File: src/hdl/printf_format_engine_top_defines.svh
// ----------------------------------------------------------------------------
// printf_format_engine_top_defines.svh
// Assertion macros used by the formatter top level.
// ----------------------------------------------------------------------------
`ifndef PRINTF_FORMAT_ENGINE_TOP_DEFINES_SVH
`define PRINTF_FORMAT_ENGINE_TOP_DEFINES_SVH

// Same-cycle implication, disabled in reset.
`define PFE_ASSERT_NOW(lbl, clk, rstn, ante, cons, msg) \
    lbl: assert property (@(posedge clk) disable iff (!rstn) (ante) |-> (cons)) \
        else $error(msg);

// Next-cycle implication, disabled in reset.
`define PFE_ASSERT_NEXT(lbl, clk, rstn, ante, cons, msg) \
    lbl: assert property (@(posedge clk) disable iff (!rstn) (ante) |=> (cons)) \
        else $error(msg);

`endif

File: src/hdl/pfe_pkg.sv
// ----------------------------------------------------------------------------
// pfe_pkg
// Types, character codes and helpers for the printf formatter.
// ----------------------------------------------------------------------------
`default_nettype none

package pfe_pkg;

    localparam int unsigned PFE_MAX_WIDTH = 64;
    localparam int unsigned WIDTH_W       = 7;   // field width register
    localparam int unsigned DIGITS        = 20;  // decimal digits of 2^64-1
    localparam int unsigned DIG_BITS      = 4 * DIGITS;
    localparam int unsigned CNT_W         = 5;   // holds up to DIGITS

    // character codes
    localparam logic [7:0] CH_NUL   = 8'h00;
    localparam logic [7:0] CH_SPACE = 8'h20;
    localparam logic [7:0] CH_PCT   = 8'h25;
    localparam logic [7:0] CH_MINUS = 8'h2d;
    localparam logic [7:0] CH_0     = 8'h30;
    localparam logic [7:0] CH_9     = 8'h39;
    localparam logic [7:0] CH_C     = 8'h63;
    localparam logic [7:0] CH_D     = 8'h64;
    localparam logic [7:0] CH_I     = 8'h69;
    localparam logic [7:0] CH_L     = 8'h6c;
    localparam logic [7:0] CH_P     = 8'h70;
    localparam logic [7:0] CH_U     = 8'h75;
    localparam logic [7:0] CH_X     = 8'h78;

    localparam logic [7:0] HEX_CHARS [16] = '{
        8'h30, 8'h31, 8'h32, 8'h33, 8'h34, 8'h35, 8'h36, 8'h37,
        8'h38, 8'h39, 8'h61, 8'h62, 8'h63, 8'h64, 8'h65, 8'h66
    };

    typedef enum logic [2:0] {
        PH_TEXT,
        PH_PCT,
        PH_FLAG,
        PH_WIDTH,
        PH_L1,
        PH_L2
    } phase_t;

    typedef enum logic [2:0] {
        ST_IDLE,
        ST_CONV,
        ST_PAD_PRE,
        ST_SIGN,
        ST_BODY,
        ST_PAD_POST,
        ST_PCT,
        ST_CHAR
    } emit_state_t;

    typedef enum logic [1:0] {
        DG_IDLE,
        DG_DABBLE,
        DG_NORM,
        DG_READY
    } dig_state_t;

    typedef struct packed {
        logic start;  // load a new value
        logic hex;    // base 16 instead of 10
        logic wide;   // 64-bit value, else low 32 bits
        logic pop;    // drop the leading digit
    } dig_ctrl_t;

    typedef struct packed {
        logic             done;   // digits ready, leading zeros stripped
        logic [3:0]       top;    // current leading digit
        logic [CNT_W-1:0] count;  // number of significant digits
    } dig_stat_t;

    function automatic logic [7:0] digit_char(input logic [3:0] d);
        return HEX_CHARS[d];
    endfunction

endpackage

`default_nettype wire

File: src/hdl/pfe_digits.sv
// ----------------------------------------------------------------------------
// pfe_digits
// Bit-serial binary to digit converter: double dabble for decimal, direct
// nibble load for hex, then a leading-zero strip one digit per cycle.
// ----------------------------------------------------------------------------
`default_nettype none

module pfe_digits import pfe_pkg::*; (
    input  wire logic      aclk,
    input  wire logic      aresetn,
    input  wire dig_ctrl_t ctrl,
    input  wire logic [63:0] value,
    output dig_stat_t      stat
);

    dig_state_t          state_reg, state_next;
    logic [63:0]         bin_reg, bin_next;
    logic [DIG_BITS-1:0] bcd_reg, bcd_next;
    logic [DIG_BITS-1:0] bcd_adj;
    logic [6:0]          bits_reg, bits_next;
    logic [CNT_W-1:0]    len_reg, len_next;

    // add-3 correction on every BCD digit, all digits in parallel
    always_comb begin
        logic [3:0] nib;
        for (int i = 0; i < DIGITS; i++) begin
            nib = bcd_reg[4*i +: 4];
            bcd_adj[4*i +: 4] = (nib >= 4'd5) ? nib + 4'd3 : nib;
        end
    end

    always_comb begin
        state_next = state_reg;
        bin_next   = bin_reg;
        bcd_next   = bcd_reg;
        bits_next  = bits_reg;
        len_next   = len_reg;

        case (state_reg)
            DG_DABBLE: begin
                bcd_next  = {bcd_adj[DIG_BITS-2:0], bin_reg[63]};
                bin_next  = {bin_reg[62:0], 1'b0};
                bits_next = bits_reg - 7'd1;
                if (bits_reg == 7'd1) begin
                    state_next = DG_NORM;
                end
            end
            DG_NORM: begin
                if (len_reg != CNT_W'(1) && bcd_reg[DIG_BITS-1 -: 4] == 4'h0) begin
                    bcd_next = {bcd_reg[DIG_BITS-5:0], 4'h0};
                    len_next = len_reg - CNT_W'(1);
                end else begin
                    state_next = DG_READY;
                end
            end
            DG_READY: begin
                if (ctrl.pop) begin
                    bcd_next = {bcd_reg[DIG_BITS-5:0], 4'h0};
                end
            end
            default: ;
        endcase

        if (ctrl.start) begin
            len_next = CNT_W'(DIGITS);
            if (ctrl.hex) begin
                bcd_next   = {16'h0, (ctrl.wide ? value : {32'h0, value[31:0]})};
                state_next = DG_NORM;
            end else begin
                bcd_next   = '0;
                bin_next   = ctrl.wide ? value : {value[31:0], 32'h0};
                bits_next  = ctrl.wide ? 7'd64 : 7'd32;
                state_next = DG_DABBLE;
            end
        end
    end

    always_ff @(posedge aclk) begin
        if (!aresetn) begin
            state_reg <= DG_IDLE;
        end else begin
            state_reg <= state_next;
        end
        bin_reg  <= bin_next;
        bcd_reg  <= bcd_next;
        bits_reg <= bits_next;
        len_reg  <= len_next;
    end

    assign stat.done  = (state_reg == DG_READY);
    assign stat.top   = bcd_reg[DIG_BITS-1 -: 4];
    assign stat.count = len_reg;

endmodule

`default_nettype wire

File: src/hdl/printf_format_engine_top.sv
// ----------------------------------------------------------------------------
// printf_format_engine_top
// Integer printf formatter: parses a format string one byte per transaction
// and streams the formatted characters out one per transaction.
// ----------------------------------------------------------------------------
//
//  channel | ports                                  | direction | per transaction
//  --------+----------------------------------------+-----------+----------------------
//  s_      | s_valid s_ready s_format_char s_argument | in      | one format byte + arg
//  m_      | m_valid m_ready m_out_char m_last      | out       | one character
//
//  A literal byte is accepted, then loaded into the output register; spec bytes
//  ('%', '-', width digits, 'l') and NUL produce nothing. %% loads a '%', an
//  unknown conversion '%' then the byte. A number: double-dabble shifts over the
//  32 or 64 argument bits in pfe_digits (none for hex), then leading zero digits
//  stripped one per cycle (up to 19), then characters emitted one per cycle through
//  the single output register while it is free (m_ready). %c emits its one byte.
//  Reset (aresetn low, synchronous) returns the parser to literal text and
//  empties the output register. A stall on m_ready simply holds the sequencer;
//  s_ready is high only while no transaction is in flight.
//
`default_nettype none

module printf_format_engine_top import pfe_pkg::*; #(
    parameter int unsigned MAX_WIDTH = PFE_MAX_WIDTH
) (
    input  wire logic        aclk,
    input  wire logic        aresetn,
    // format input
    input  wire logic        s_valid,
    output logic             s_ready,
    input  wire logic [7:0]  s_format_char,
    input  wire logic [63:0] s_argument,
    // character output
    output logic             m_valid,
    input  wire logic        m_ready,
    output logic [7:0]       m_out_char,
    output logic             m_last
);

`include "printf_format_engine_top_defines.svh"

    // spec parser state
    phase_t               phase_reg, phase_next;
    logic                 left_reg, left_next;
    logic [WIDTH_W-1:0]   width_reg, width_next;
    logic [1:0]           level_reg, level_next;

    // output sequencer
    emit_state_t          state_reg, state_next;
    logic [7:0]           char_reg, char_next;     // literal / %c / unknown byte
    logic                 neg_reg, neg_next;
    logic                 kind_reg, kind_next;     // 1: single char body (%c)
    logic                 emit_left_reg, emit_left_next;
    logic [WIDTH_W-1:0]   emit_width_reg, emit_width_next;
    logic [WIDTH_W-1:0]   pad_reg, pad_next;
    logic [CNT_W-1:0]     body_cnt_reg, body_cnt_next;

    // output register
    logic                 m_valid_reg, m_valid_next;
    logic [7:0]           m_char_reg, m_char_next;
    logic                 m_last_reg, m_last_next;

    // digit unit
    dig_ctrl_t            dg_ctrl;
    dig_stat_t            dg_stat;
    logic [63:0]          dg_value;

    logic                 accept;
    logic                 out_free;
    logic                 is_digit;
    logic                 in_spec;
    logic                 wide;
    logic [31:0]          mag32;
    logic [63:0]          mag64;
    logic [9:0]           w_sum;
    logic [WIDTH_W-1:0]   w_sat;
    logic [CNT_W-1:0]     txt_len;

    pfe_digits u_digits (
        .aclk    (aclk),
        .aresetn (aresetn),
        .ctrl    (dg_ctrl),
        .value   (dg_value),
        .stat    (dg_stat)
    );

    assign s_ready  = (state_reg == ST_IDLE);
    assign accept   = s_valid && s_ready;
    assign out_free = !m_valid_reg || m_ready;

    assign is_digit = (s_format_char inside {[CH_0:CH_9]});
    assign in_spec  = (phase_reg inside {PH_PCT, PH_FLAG, PH_WIDTH});
    assign wide     = (level_reg != 2'd0);

    // two's complement magnitudes; the most negative value maps onto itself,
    // which is its correct unsigned magnitude
    assign mag32 = ~s_argument[31:0] + 32'd1;
    assign mag64 = ~s_argument + 64'd1;

    // width accumulate, saturating; '0'..'9' carry the digit in the low nibble
    assign w_sum = {3'b000, width_reg} * 10'd10 + {6'b000000, s_format_char[3:0]};
    assign w_sat = (w_sum > 10'(MAX_WIDTH)) ? WIDTH_W'(MAX_WIDTH) : w_sum[WIDTH_W-1:0];

    // body length: sign plus significant digits, or one byte for %c
    assign txt_len = kind_reg ? CNT_W'(1) : dg_stat.count + CNT_W'(neg_reg);

    always_comb begin
        phase_next      = phase_reg;
        left_next       = left_reg;
        width_next      = width_reg;
        level_next      = level_reg;
        state_next      = state_reg;
        char_next       = char_reg;
        neg_next        = neg_reg;
        kind_next       = kind_reg;
        emit_left_next  = emit_left_reg;
        emit_width_next = emit_width_reg;
        pad_next        = pad_reg;
        body_cnt_next   = body_cnt_reg;
        m_valid_next    = m_valid_reg && !m_ready;
        m_char_next     = m_char_reg;
        m_last_next     = m_last_reg;
        dg_ctrl         = '0;
        dg_value        = s_argument;

        case (state_reg)
            ST_IDLE: begin
                if (accept) begin
                    if (phase_reg == PH_TEXT) begin
                        if (s_format_char == CH_PCT) begin
                            phase_next = PH_PCT;
                        end else if (s_format_char != CH_NUL) begin
                            char_next  = s_format_char;
                            state_next = ST_CHAR;
                        end
                    end else if (s_format_char == CH_NUL) begin
                        // spec dropped silently
                        phase_next = PH_TEXT;
                        left_next  = 1'b0;
                        width_next = '0;
                        level_next = 2'd0;
                    end else if (phase_reg == PH_PCT && s_format_char == CH_MINUS) begin
                        left_next  = 1'b1;
                        phase_next = PH_FLAG;
                    end else if (in_spec && is_digit) begin
                        width_next = w_sat;
                        phase_next = PH_WIDTH;
                    end else if (in_spec && s_format_char == CH_L) begin
                        level_next = 2'd1;
                        phase_next = PH_L1;
                    end else if (phase_reg == PH_L1 && s_format_char == CH_L) begin
                        level_next = 2'd2;
                        phase_next = PH_L2;
                    end else begin
                        // conversion byte: snapshot the spec, then clear it
                        phase_next      = PH_TEXT;
                        left_next       = 1'b0;
                        width_next      = '0;
                        level_next      = 2'd0;
                        emit_left_next  = left_reg;
                        emit_width_next = width_reg;
                        neg_next        = 1'b0;
                        kind_next       = 1'b0;
                        case (s_format_char)
                            CH_PCT: begin
                                char_next  = CH_PCT;
                                state_next = ST_CHAR;
                            end
                            CH_C: begin
                                char_next  = s_argument[7:0];
                                kind_next  = 1'b1;
                                state_next = ST_CONV;
                            end
                            CH_D, CH_I: begin
                                dg_ctrl.start = 1'b1;
                                dg_ctrl.wide  = wide;
                                if (wide) begin
                                    neg_next = s_argument[63];
                                    dg_value = s_argument[63] ? mag64 : s_argument;
                                end else begin
                                    neg_next = s_argument[31];
                                    dg_value = {32'h0, (s_argument[31] ? mag32
                                                                       : s_argument[31:0])};
                                end
                                state_next = ST_CONV;
                            end
                            CH_U: begin
                                dg_ctrl.start = 1'b1;
                                dg_ctrl.wide  = wide;
                                state_next    = ST_CONV;
                            end
                            CH_X: begin
                                dg_ctrl.start = 1'b1;
                                dg_ctrl.hex   = 1'b1;
                                dg_ctrl.wide  = wide;
                                state_next    = ST_CONV;
                            end
                            CH_P: begin
                                dg_ctrl.start = 1'b1;
                                dg_ctrl.hex   = 1'b1;
                                dg_ctrl.wide  = 1'b1;
                                state_next    = ST_CONV;
                            end
                            default: begin
                                // unknown conversion: '%' then the byte itself
                                char_next  = s_format_char;
                                state_next = ST_PCT;
                            end
                        endcase
                    end
                end
            end

            ST_CONV: begin
                if (kind_reg || dg_stat.done) begin
                    pad_next = (emit_width_reg > WIDTH_W'(txt_len))
                             ? emit_width_reg - WIDTH_W'(txt_len) : '0;
                    body_cnt_next = kind_reg ? CNT_W'(1) : dg_stat.count;
                    state_next    = ST_PAD_PRE;
                end
            end

            ST_PAD_PRE: begin
                if (!emit_left_reg && pad_reg != '0) begin
                    if (out_free) begin
                        m_valid_next = 1'b1;
                        m_char_next  = CH_SPACE;
                        m_last_next  = 1'b0;
                        pad_next     = pad_reg - WIDTH_W'(1);
                    end
                end else begin
                    state_next = ST_SIGN;
                end
            end

            ST_SIGN: begin
                if (!neg_reg) begin
                    state_next = ST_BODY;
                end else if (out_free) begin
                    m_valid_next = 1'b1;
                    m_char_next  = CH_MINUS;
                    m_last_next  = 1'b0;
                    state_next   = ST_BODY;
                end
            end

            ST_BODY: begin
                if (out_free) begin
                    m_valid_next  = 1'b1;
                    m_char_next   = kind_reg ? char_reg : digit_char(dg_stat.top);
                    m_last_next   = (body_cnt_reg == CNT_W'(1)) && (pad_reg == '0);
                    dg_ctrl.pop   = !kind_reg;
                    body_cnt_next = body_cnt_reg - CNT_W'(1);
                    if (body_cnt_reg == CNT_W'(1)) begin
                        state_next = (pad_reg != '0) ? ST_PAD_POST : ST_IDLE;
                    end
                end
            end

            ST_PAD_POST: begin
                if (out_free) begin
                    m_valid_next = 1'b1;
                    m_char_next  = CH_SPACE;
                    m_last_next  = (pad_reg == WIDTH_W'(1));
                    pad_next     = pad_reg - WIDTH_W'(1);
                    if (pad_reg == WIDTH_W'(1)) begin
                        state_next = ST_IDLE;
                    end
                end
            end

            ST_PCT: begin
                if (out_free) begin
                    m_valid_next = 1'b1;
                    m_char_next  = CH_PCT;
                    m_last_next  = 1'b0;
                    state_next   = ST_CHAR;
                end
            end

            ST_CHAR: begin
                if (out_free) begin
                    m_valid_next = 1'b1;
                    m_char_next  = char_reg;
                    m_last_next  = 1'b1;
                    state_next   = ST_IDLE;
                end
            end

            default: begin
                state_next = ST_IDLE;
            end
        endcase
    end

    always_ff @(posedge aclk) begin
        if (!aresetn) begin
            phase_reg   <= PH_TEXT;
            left_reg    <= 1'b0;
            width_reg   <= '0;
            level_reg   <= 2'd0;
            state_reg   <= ST_IDLE;
            pad_reg     <= '0;
            m_valid_reg <= 1'b0;
        end else begin
            phase_reg   <= phase_next;
            left_reg    <= left_next;
            width_reg   <= width_next;
            level_reg   <= level_next;
            state_reg   <= state_next;
            pad_reg     <= pad_next;
            m_valid_reg <= m_valid_next;
        end
        char_reg       <= char_next;
        neg_reg        <= neg_next;
        kind_reg       <= kind_next;
        emit_left_reg  <= emit_left_next;
        emit_width_reg <= emit_width_next;
        body_cnt_reg   <= body_cnt_next;
        m_char_reg     <= m_char_next;
        m_last_reg     <= m_last_next;
    end

    assign m_valid    = m_valid_reg;
    assign m_out_char = m_char_reg;
    assign m_last     = m_last_reg;

    // ---------------------------------------------------------------- checks
    `PFE_ASSERT_NOW(a_width_sat, aclk, aresetn, 1'b1, width_reg <= WIDTH_W'(MAX_WIDTH), "field width above limit")
    `PFE_ASSERT_NOW(a_pad_spent, aclk, aresetn, state_reg == ST_IDLE, pad_reg == '0, "padding left over at idle")
    `PFE_ASSERT_NOW(a_digits_ready, aclk, aresetn, state_reg == ST_BODY && !kind_reg, dg_stat.done, "digit emitted before conversion done")
    `PFE_ASSERT_NEXT(a_literal_echo, aclk, aresetn, accept && phase_reg == PH_TEXT && s_format_char != CH_NUL && s_format_char != CH_PCT, state_reg == ST_CHAR, "literal byte not echoed")

endmodule

`default_nettype wire
File: config.mk
export PLATFORM = sky130hd
export DESIGN_NAME = printf_format_engine_top
export DESIGN_NICKNAME = d
export VERILOG_FILES = /design/src/hdl/pfe_pkg.sv /design/src/hdl/pfe_digits.sv /design/src/hdl/printf_format_engine_top.sv
export VERILOG_INCLUDE_DIRS = /design/src /design/src/hdl
export SDC_FILE = /design/constraint.sdc
export NUM_CORES = 1
export LEC_CHECK = 0
export ABC_AREA = 1
export CORE_ASPECT_RATIO = 0.75
export CORE_MARGIN = 2
export CORE_UTILIZATION = 40
export DETAILED_ROUTE_END_ITERATION = 7
export DONT_BUFFER_PORTS = 1
export PLACE_DENSITY = 0.65
export SYNTH_ARGS = -nofsm -noshare
export SYNTH_HDL_FRONTEND = slang
export SYNTH_HIERARCHICAL = 1
export SYNTH_SLANG_ARGS = --single-unit
File: constraint.sdc
create_clock -name aclk -period 10.6 [get_ports aclk]
set_input_delay 0 -clock aclk [delete_from_list [all_inputs] [get_ports aclk]]
set_output_delay 0 -clock aclk [all_outputs]
set_load 0.03 [all_outputs]
==> results.json <==
{
  "run_status": "completed",
  "syn_to_final_growth_pct": 11.2,
  "critPathKind": "in -> reg",
  "clock-sinks": 214,
  "post_synth_inst_count": 2491,
  "number_of_antenna_violations_at_the_first_check_in_global_routing": 0,
  "timing.critical_path.max_delay_family": "buffers and inverters",
  "critPathCaptureType": "flip-flop",
  "groute.usage.overall": 0.243,
  "path_buf_inv": 6,
  "post_synth_main_area_contributors": "edfxtp_1, nand2_1, dfxtp_1",
  "worstHoldPathType": "in -> reg",
  "required_time_of_the_critical_path_ns": 11.01,
  "routedLengthMet1_mm": 25.2,
  "timing.max_slew.rel_slack": 0.295,
  "largest_register_ffs": 80,
  "rows": 64,
  "clkSlewWorstSetupHoldPaths_ns": 0.06,
  "postRouteAntennaNets": 0,
  "maxSlewViolCount": 0,
  "synth_unique_cells": 52,
  "layout_worst_path_cycle_share": 0.418,
  "drt-pass1-iter-count": 8,
  "route.detailed.wl_per_inst_um": 17.4,
  "topRoutingLayerUsed": "met4",
  "tritoncts.num_buffers": 26,
  "postCtsSetupRepairBufs": 0,
  "maxCapViolCount": 0,
  "core_area_mm2": 0.0406,
  "synth-edff-count": 112,
  "place.detailed.hpwl_mm": 39.5,
  "floorplan.die_area_mm2": 0.0427,
  "critical_path.max_fanout": 53,
  "dr_total_vias": 16711,
  "finalPower_mw": 3.38,
  "remaining_drc_errors": 0,
  "cp.arrival_ns": 4.84,
  "fillCellCount": 4057,
  "setup_viol": 0,
  "synth-warning-count": 6,
  "final_skew_ns": 0.00878,
  "ys_seq_elements": 214,
  "port_buffers": 0,
  "worstRegToRegCells": 12,
  "met3_length_mm": 4.56,
  "antenna_cells_inserted": 0,
  "whs_path_depth": 7,
  "die-height_um": 179,
  "synthesis.area_per_instance_um2": 6.59,
  "first_pass_grt_wire_length_mm": 83.8,
  "timing.critical_path.from_type": "input port",
  "globalRouteOverflowTotal": 0,
  "design.final.nets": 2666,
  "detailroute.wirelength.met2_mm": 22.2,
  "postSynth.topFlopCell": "edfxtp_1",
  "syn_nets": 2647,
  "critPathMaxStageDelay_ns": 0.62,
  "globalplace.congestion": 0.963,
  "synth_top_cells_by_count": "nand2_1, inv_1, o21ai_0",
  "cts_max_path_buffers": 3,
  "initial_utilization": 0.404,
  "synthMostInstantiatedCell": "nand2_1",
  "pin_count_of_the_biggest_net_entering_global_routing": 102,
  "timing.fmax_mhz": 226,
  "cts_htree_levels": 1,
  "cts_hold_buffers": 63,
  "layout-drive-gt1-share": 0.0364,
  "synthArstFlopShare": 0,
  "cp.depth": 14,
  "slew_at_the_pin_closest_to_its_max_slew_limit_ns": 1.06,
  "synth.yosys.seq_area_share": 0.329,
  "detail_route.iter0.violations": 2209,
  "area_share_of_the_leading_cell_type_in_the_synthesized_netlist": 0.205,
  "viasPerCell": 5.47,
  "first_global_vias": 15081,
  "cts_tree": "yes",
  "die_width_um": 238,
  "maximum_ir_drop_on_the_vdd_rail_v": 0.000101,
  "synth_area_leader_cell": "edfxtp_1",
  "synth.cell_area_mm2": 0.0164,
  "min_period_ns": 4.43,
  "finalSetupTns_ns": 0,
  "timing.critical_path.cells": "dlygate4sd3_1 -> nor2_2 -> dlygate4sd3_1 -> nand2_1 -> dlygate4sd3_1 -> nor2_1 -> o21ai_2 -> nand3_2 -> nor3_2 -> buf_4 -> inv_1 -> nand2_1 -> a31oi_1 -> dlygate4sd3_1",
  "ctsRootBufferMaster": "clkbuf_16",
  "postcts_resize_cnt": 0,
  "clock_insertion_delay_worst_skew_ns": 0.54,
  "cellPowerDensity_mw_per_mm2": 185,
  "critPathSlowestCell": "dlygate4sd3_1",
  "cp_common_cell": "dlygate4sd3_1",
  "detail_route.wirelength_mm": 53.2,
  "boundaryPins": 87,
  "final-hold-violation-count": 0,
  "power_leakage_nw": 8.49,
  "rsz0062_at_grt": "no"
}
==> cells in the final DEF (no fill, tap or decap), types with 3 or more instances in the layout <==
cell and instances:
clkbuf_8 4, nor4_1 5, o22ai_1 25, o21ai_0 260, ha_1 77, o21ai_2 5
a21oi_1 126, a211oi_1 7, inv_1 363, xnor2_1 12, fa_1 3, or2_2 5
inv_2 5, nand3_1 185, xor2_1 44, a31oi_1 13, dfxtp_1 102, clkbuf_1 4
o211ai_1 18, nor3_1 38, nor2_1 246, nor2_4 5, nand2_2 4, o2bb2ai_1 3
edfxtp_1 112, dlygate4sd3_1 63, o21ai_1 15, buf_4 12, nor2_2 6, nand2_1 648
clkbuf_16 27, nand4_1 52, clkinvlp_4 4
==> worst reg2reg max path: stages (launching register included) <==
cell and delay (ns):
dfxtp_1 0.43, inv_1 0.17, nand2_2 0.14, nor2_4 0.14
nand2_2 0.11, nor2_4 0.23, nand3_2 0.28, nor3_2 0.24
buf_4 0.50, inv_1 0.63, nand2_1 0.27, a31oi_1 0.11
dlygate4sd3_1 0.60
==> where the power goes <==
group          switching, mW  total (mW)  internal (mW)
Sequential             0.188        1.37           1.18
Combinational          0.702        1.10          0.401
Clock                  0.363       0.907          0.545
Total                   1.25        3.38           2.13
==> path summary, 6_finish.rpt <==
check | start | endpoint | slack, ns
min reg2reg | left_reg$_SDFFE_PN0P_ | emit_left_reg$_DFFE_PP_ | 0.43
max reg2reg | state_reg[1]$_SDFFE_PN0P_ | u_digits/bin_reg[49]$_DFF_P_ | 6.63
min | s_argument[60] | u_digits/bin_reg[60]$_DFF_P_ | 0.02
max | s_format_char[0] | u_digits/bin_reg[49]$_DFF_P_ | 6.17
==> layout make-up <==
type / instances / area (µm²) / share of cell area
clock buffers: 36 / 753 / 0.0413
multi-input cells: 1823 / 9200 / 0.504
inverters: 370 / 1390 / 0.0762
repair buffers: 75 / 721 / 0.0395
clock inverters: 11 / 121 / 0.00665
well taps: 528 / 661 / 0.0362
flip-flops and latches: 214 / 5410 / 0.296
==> cells by family after synthesis <==
logic type | after synthesis | share of synthesized area
AO/OA/AOI/OAI | 483 | 0.158
buffers and inverters | 454 | 0.112
XOR/XNOR | 56 | 0.0299
AND/OR/NAND/NOR | 1204 | 0.308
adder cells (fa/ha/maj) | 80 | 0.0623
flip-flops | 214 | 0.329
==> through the flow <==
step / util / cells / cell area [µm²] / hold WS [ns] / worst slack [ns]
finish: 0.450 / 3057 / 18300 / 0.0199 / 6.17
global route: 0.450 / 3057 / 18300 / 0.0153 / 5.96
CTS: 0.450 / 3057 / 18300 / 0.000264 / 6.36
detailed placement: 0.413 / 2947 / 16800 / 0.132 / 6.83
global placement: 0.413 / 2947 / 16800 / 0.135 / 6.88
floorplan: - / 2491 / 16400 / 0.121 / 4.60
==> routing by layer <==
metal,global-route usage,vias up
li1,-,8199
met1,0.371,7644
met2,0.363,766
met3,0.0329,102
met4,0.0503,0
met5,0,-
No activity file was read; power rests on OpenSTA's default activity.
